$ cat src/rtl/upi_pkg.sv
// upi_pkg: shared types and constants of the unicycle pose integrator
// item structs, opcodes, register indexes, controller states and commands
// no dependencies
`timescale 1ns / 1ps
`default_nettype none

package upi_pkg;

    localparam int unsigned TURN_BITS = 24;
    localparam int unsigned CFG_IDX_W = 3;

    localparam logic [1:0] OP_JOY     = 2'd0;
    localparam logic [1:0] OP_TICK    = 2'd1;
    localparam logic [1:0] OP_RESTART = 2'd2;

    localparam logic [CFG_IDX_W-1:0] CFG_GAIN_LIN      = 3'd0;
    localparam logic [CFG_IDX_W-1:0] CFG_GAIN_ANG      = 3'd1;
    localparam logic [CFG_IDX_W-1:0] CFG_TICK_DT       = 3'd2;
    localparam logic [CFG_IDX_W-1:0] CFG_START_X       = 3'd3;
    localparam logic [CFG_IDX_W-1:0] CFG_START_Y       = 3'd4;
    localparam logic [CFG_IDX_W-1:0] CFG_START_HEADING = 3'd5;

    localparam logic [15:0] GAIN_LIN_RST = 16'd256;
    localparam logic [15:0] GAIN_ANG_RST = 16'd256;
    localparam logic [15:0] TICK_DT_RST  = 16'd655;

    // 2^32 / (2 pi), turns per radian in Q0.32
    localparam logic signed [30:0] INV_TWO_PI_Q32 = 31'sd683565276;
    localparam logic [TURN_BITS-1:0] QUARTER_TURN = 24'h400000;

    typedef struct packed {
        logic [1:0]         opcode;
        logic signed [15:0] axis_lin;
        logic signed [15:0] axis_ang;
    } upi_in_t;

    typedef struct packed {
        logic signed [31:0] pos_x;
        logic signed [31:0] pos_y;
        logic [15:0]        heading;
        logic signed [31:0] vel_x;
        logic signed [31:0] vel_y;
        logic signed [31:0] vel_ang;
    } upi_out_t;

    typedef enum logic [3:0] {
        ST_IDLE,
        ST_JOY0,
        ST_JOY1,
        ST_RESTART,
        ST_TICK0,
        ST_TICK1,
        ST_TICK2,
        ST_TICK3,
        ST_TICK4,
        ST_TICK5,
        ST_FIN0,
        ST_FIN1,
        ST_FIN2,
        ST_FIN3,
        ST_DONE
    } upi_state_t;

    typedef enum logic [3:0] {
        MUL_NONE,
        MUL_LIN_AXIS,
        MUL_ANG_AXIS,
        MUL_DT_VX,
        MUL_DT_VY,
        MUL_DT_ANG,
        MUL_RAD_K,
        MUL_LIN_COS,
        MUL_LIN_SIN
    } upi_mul_t;

    typedef enum logic {
        TRIG_COS,
        TRIG_SIN
    } upi_trig_t;

    typedef struct packed {
        logic      item_load;
        logic      restart;
        upi_mul_t  mul_sel;
        upi_trig_t trig_sel;
        logic      out_load;
    } upi_cmd_t;

    typedef struct packed {
        logic out_full;
    } upi_status_t;

endpackage

`default_nettype wire

$ cat src/rtl/upi_ctrl.sv
// upi_ctrl: sequencer of the pose integrator
// steps the shared multiplier and sine lookup per opcode, issues upi_cmd_t
// depends on upi_pkg
`timescale 1ns / 1ps
`default_nettype none

module upi_ctrl
    import upi_pkg::*;
(
    input  wire logic        aclk,
    input  wire logic        aresetn,
    input  wire logic        s_valid,
    input  wire logic [1:0]  s_opcode,
    output logic             s_ready,
    input  wire upi_status_t status,
    output upi_cmd_t         cmd
);

    upi_state_t state_reg;
    upi_state_t state_next;

    always_ff @(posedge aclk) begin
        if (!aresetn) begin
            state_reg <= ST_IDLE;
        end else begin
            state_reg <= state_next;
        end
    end

    always_comb begin
        state_next = state_reg;
        case (state_reg)
            ST_IDLE: begin
                if (s_valid) begin
                    case (s_opcode)
                        OP_JOY:     state_next = ST_JOY0;
                        OP_TICK:    state_next = ST_TICK0;
                        OP_RESTART: state_next = ST_RESTART;
                        default:    state_next = ST_FIN0;
                    endcase
                end
            end
            ST_JOY0:    state_next = ST_JOY1;
            ST_JOY1:    state_next = ST_FIN0;
            ST_RESTART: state_next = ST_FIN0;
            ST_TICK0:   state_next = ST_TICK1;
            ST_TICK1:   state_next = ST_TICK2;
            ST_TICK2:   state_next = ST_TICK3;
            ST_TICK3:   state_next = ST_TICK4;
            ST_TICK4:   state_next = ST_TICK5;
            ST_TICK5:   state_next = ST_FIN0;
            ST_FIN0:    state_next = ST_FIN1;
            ST_FIN1:    state_next = ST_FIN2;
            ST_FIN2:    state_next = ST_FIN3;
            ST_FIN3:    state_next = ST_DONE;
            ST_DONE: begin
                if (!status.out_full) begin
                    state_next = ST_IDLE;
                end
            end
            default:    state_next = ST_IDLE;
        endcase
    end

    always_comb begin
        s_ready       = 1'b0;
        cmd.item_load = 1'b0;
        cmd.restart   = 1'b0;
        cmd.mul_sel   = MUL_NONE;
        cmd.trig_sel  = TRIG_COS;
        cmd.out_load  = 1'b0;
        case (state_reg)
            ST_IDLE: begin
                s_ready       = 1'b1;
                cmd.item_load = s_valid;
            end
            ST_JOY0:    cmd.mul_sel = MUL_LIN_AXIS;
            ST_JOY1:    cmd.mul_sel = MUL_ANG_AXIS;
            ST_RESTART: cmd.restart = 1'b1;
            ST_TICK0:   cmd.mul_sel = MUL_DT_VX;
            ST_TICK1:   cmd.mul_sel = MUL_DT_VY;
            ST_TICK2:   cmd.mul_sel = MUL_DT_ANG;
            ST_TICK4:   cmd.mul_sel = MUL_RAD_K;
            ST_FIN1: begin
                cmd.trig_sel = TRIG_SIN;
                cmd.mul_sel  = MUL_LIN_COS;
            end
            ST_FIN2:    cmd.mul_sel = MUL_LIN_SIN;
            ST_DONE:    cmd.out_load = !status.out_full;
            default: begin
            end
        endcase
    end

endmodule

`default_nettype wire

$ cat config.mk
export PLATFORM = sky130hd
export DESIGN_NAME = upi_ctrl
export DESIGN_NICKNAME = d
export VERILOG_FILES = /design/src/rtl/upi_pkg.sv /design/src/rtl/upi_ctrl.sv
export SDC_FILE = /design/constraint.sdc
export NUM_CORES = 1
export LEC_CHECK = 0
export BUFFER_PORTS_ARGS = -buffer_cell sky130_fd_sc_hd__buf_2
export CAP_MARGIN = 20
export CORE_AREA = 2 2 39 41
export DETAILED_ROUTE_END_ITERATION = 12
export DIE_AREA = 0 0 41 43
export SLEW_MARGIN = 20
export SYNTH_ARGS = -nofsm -noshare
export SYNTH_HDL_FRONTEND = slang
export SYNTH_SLANG_ARGS = --single-unit
$ cat constraint.sdc
create_clock -name aclk -period 3.89 [get_ports aclk]
set_input_delay 0.5835 -clock aclk [delete_from_list [all_inputs] [get_ports aclk]]
set_output_delay 0.5835 -clock aclk [all_outputs]
set_load 0.03 [all_outputs]
# Yosys cells after proc, flatten, opt, wreduce, memory -nomap -nowiden

Cells that the tools add are included.

Register bits after elaboration: 4
Output and inout bits: 9
Word-level logic and storage cells: 34

Eq/ne operators: 18
Muxes and demuxes: 10
Reductions and logical operators: 5

Operators by type and width:

| kind                                                 | number |
|---|---|
| one-hot mux 4 bit (13 select lines)                  | 1 |
| one-hot mux 4 bit (8 select lines)                   | 1 |
| equality test 4 bit (second input constant)          | 7 |
| equality test 4 x 3 -> 1 bit (second input constant) | 4 |
| one-hot mux 4 bit (3 select lines)                   | 1 |
| equality test 4 x 2 -> 1 bit (second input constant) | 2 |
| 2-to-1 mux 4 bit                                     | 2 |
| 2-to-1 mux 1 bit                                     | 5 |
| equality test 4 x 1 -> 1 bit (second input constant) | 1 |
| logical NOT 4 bit                                    | 1 |
| != test 2 bit (second input constant)                | 2 |
| OR reduction 3 bit                                   | 1 |
| equality test 2 x 1 -> 1 bit (second input constant) | 1 |
| equality test 2 bit (second input constant)          | 1 |
| logical NOT 2 bit                                    | 1 |
| AND reduction 2 bit                                  | 1 |
| logical NOT 1 bit                                    | 1 |

# Depth between registers and ports, before layout

Depth after elaboration: 4
Depth in mapped cells: 5
Depth with buffers taken out: 4

# Worst setup path before layout

No wires, ideal clock.

Path type: register -> output
Start point: register state_reg[1]
End point: output cmd[4] (netlist bit)
Arrival: 1.479 ns
Required time: 3.306 ns
Slack: 1.828 ns
Cell stages (with the launch flop): 5
Path buffers: 1
Path through: dfxtp_1 > buf_2 > xor2_1 > nand2_1 > o21ai_0

RTL lines:

| what                   | RTL line       | text |
|---|---|---|
| from (decl)            | upi_ctrl.sv:19 | `upi_state_t state_reg;` |
| from (signal assigned) | upi_ctrl.sv:26 | `state_reg <= state_next;` |
| to (decl)              | upi_ctrl.sv:16 | `output upi_cmd_t cmd` |

==> results.md <==
* Status: completed
* Crit Path Class: register to output port
* Max VDD drop at 0.000214 V
* Setup TNS at 0 ns
* Switching part of the total at 0.538
* Gr usage total at 0.113
* Cell breakdown of the critical path: or4_4 -> inv_1 -> and2_1 -> buf_2
* Post-DP HPWL at 680 um
* Worst Path Max Fanout at 15
* Drt first pass iters at 4
* Max-cap violations at 0
* Pwr Density at 867 nW/um^2
* # resized after CTS at 0
* TritonCTS clock tree: yes
* I/O Buffers at 14
* 1st-iter DRT viols at 21
* Worst EP arrival at 1.65 ns
* RSZ-0062 raised after global routing: false
* Crit path largest cell delay at 0.61 ns
* Setup violations, final at 0
* Worst skew pair latency at 0.24 ns
* Vias at 445
* Total stage count of the critical path at 4
* Vias in the first global route at 335
* Lkg Pwr at 0.218 nW
* Post-Syn Area at 392 um^2
* CTS H-tree lvls at 1
* Synth area leader: dfxtp_1
* Final hold violations at 0
* Register area share after synthesis at 0.204
* DRC Markers at 0
* Syn Inst Count at 58
* Die X at 41 um
* Avg Inst Size Synth at 6.75 um^2
* Slew @ Worst Pin at 0.435 ns
* Clock Skews at 0.00195 ns
* CTS Hold Bufs at 0
* WL/cell at 10.8 um
* I/O pins at 15
* Synthesis Warnings at 0
* Nets at 79
* Congestion Overflow GR at 0
* Die extent in y at 43 um
* Clk sinks at 4
* Synth cell types at 26
* Syn nets at 64
* Initial antenna violation count at 0
* Post-synthesis register bit count at 4
* Slowest stage cell, crit path: or4_4
* First-pass GRT wire length at 1.38 mm
* Worst setup margin at 1.66 ns
* Routed Wire Length at 938 um
* Area contributors post-synth: dfxtp_1 20%, a21oi_1 7.7%, nand2b_1 6.4%, o21ai_0 6.4%, inv_1 5.8%
* Crit path capture type: output port
* Final Slew Violations at 0
* Final period utilization at 0.574
* Post-CTS Setup Inserts at 0
* Comb pwr share at 0.618
* Clock transition at path regs at 0.04 ns
* Worst Hold Class: input pin to register
* Ant diodes at 0
* Root buffer cell: clkbuf_4
* Max FFs per register at 4
* Max Freq at 447 MHz
* WP data required at 3.31 ns
* Crit path max-delay family: simple AND/OR/NAND/NOR gates
* Starting density of the core at 0.283
* Synth top area share at 0.204
* ANT nets after route at 0
* Slew headroom at 0.709
* Internal power at 195 uW
* Most frequent cells in the layout: 14 x buf_2, 6 x inv_1, 6 x a21oi_1
* Ratio of cells with drive above 1 in the final layout at 0.282
* Seq pwr share at 0.253
* Pin count of the biggest net entering global routing at 16
* Minimum clock period at 2.23 ns
* TritonCTS Buffers at 3
* P_sw at 227 uW
* Commonest non-fill, non-tap cell in the layout: buf_2
* Die area at 1760 um^2
* Clock Tree Buf Depth at 2
* Worst Reg2Reg Path Length in Cells at 3
* Vias per inst at 5.11
* Power share of the clock group at 0.129
* WP buf/inv at 2
* Startpoint types: register
* GP Congestion at 0.751
* Worst Hold Depth at 3
* Core area at 1380 um^2
* Synthesis-to-finish area growth at 24.0%
* Pre-CTS setup slack at 1.91 ns
* Row cnt at 14
[metal layers]
metal,vias up,GRT usage,part of all wire
li1,229,-,-
met1,192,0.144,0.45
met2,21,0.166,0.46
met3,3,0.0157,0.071
met4,0,0.0800,0.016
met5,-,0,0
[power by group through the flow]
stage               clock (mW)  combinational, mW  sequential (mW)
floorplan                    0              0.243           0.0692
global placement             0              0.259            0.106
detailed placement           0              0.259            0.106
CTS                     0.0549              0.261            0.105
global route            0.0561              0.285            0.110
finish                  0.0543              0.260            0.107
[through the flow]
step	total power [mW]	util	instances	cell area (um^2)	hold WS, ns
floorplan	0.312	-	58	392	0.598
global route	0.451	0.351	87	485	0.681
global placement	0.365	0.335	84	463	0.691
detailed placement	0.365	0.335	84	463	0.687
finish	0.421	0.351	87	485	0.640
CTS	0.421	0.351	87	485	0.647
[path summary, 6_finish.rpt]
| check | startpoint | end | slack, ns |
|---|---|---|---|
| max reg2reg | state_reg[2] | state_reg[1] | 2.32 |
| max | state_reg[3] | cmd[7] | 1.66 |
| min | aresetn | state_reg[3] | 0.64 |
| min reg2reg | state_reg[0] | state_reg[0] | 0.72 |
[cells in the mapped netlist, drive strengths merged]
| cell type | count |
|---|---|
| o2bb2ai | 1 |
| nor4 | 1 |
| nor2b | 2 |
| and2 | 1 |
| inv | 6 |
| or4 | 1 |
| xor2 | 1 |
| dfxtp | 4 |
| nand2 | 3 |
| nor3b | 2 |
| or2 | 1 |
| a31o | 1 |
| nand2b | 4 |
| o21a | 1 |
| buf | 4 |
| o311ai | 1 |
| a221oi | 1 |
| nand3 | 3 |
| o21ai | 6 |
| o32ai | 1 |
| nor2 | 5 |
| or3 | 1 |
| nor3 | 1 |
| a21oi | 6 |
[tightest hold or removal path, stage by stage]
cell and delay, ns:
buf_2 0.07, inv_1 0.07, a21oi_1 0.11
[layout make-up]
class | count | area (um^2)
flip-flops and latches | 4 | 80.1
clock buffers | 3 | 22.5
repair buffers | 14 | 70.1
fillers | 159 | 898
well taps | 16 | 20.0
multi-input cells | 44 | 270
inverters | 6 | 22.5
[cells by family after synthesis]
| group | synth area share |
|---|---|
| AND/OR/NAND/NOR | 0.355 |
| flip-flops | 0.204 |
| AO/OA/AOI/OAI | 0.313 |
| buffers and inverters | 0.105 |
| XOR/XNOR | 0.0224 |
(Power assumes the default switching activity.)
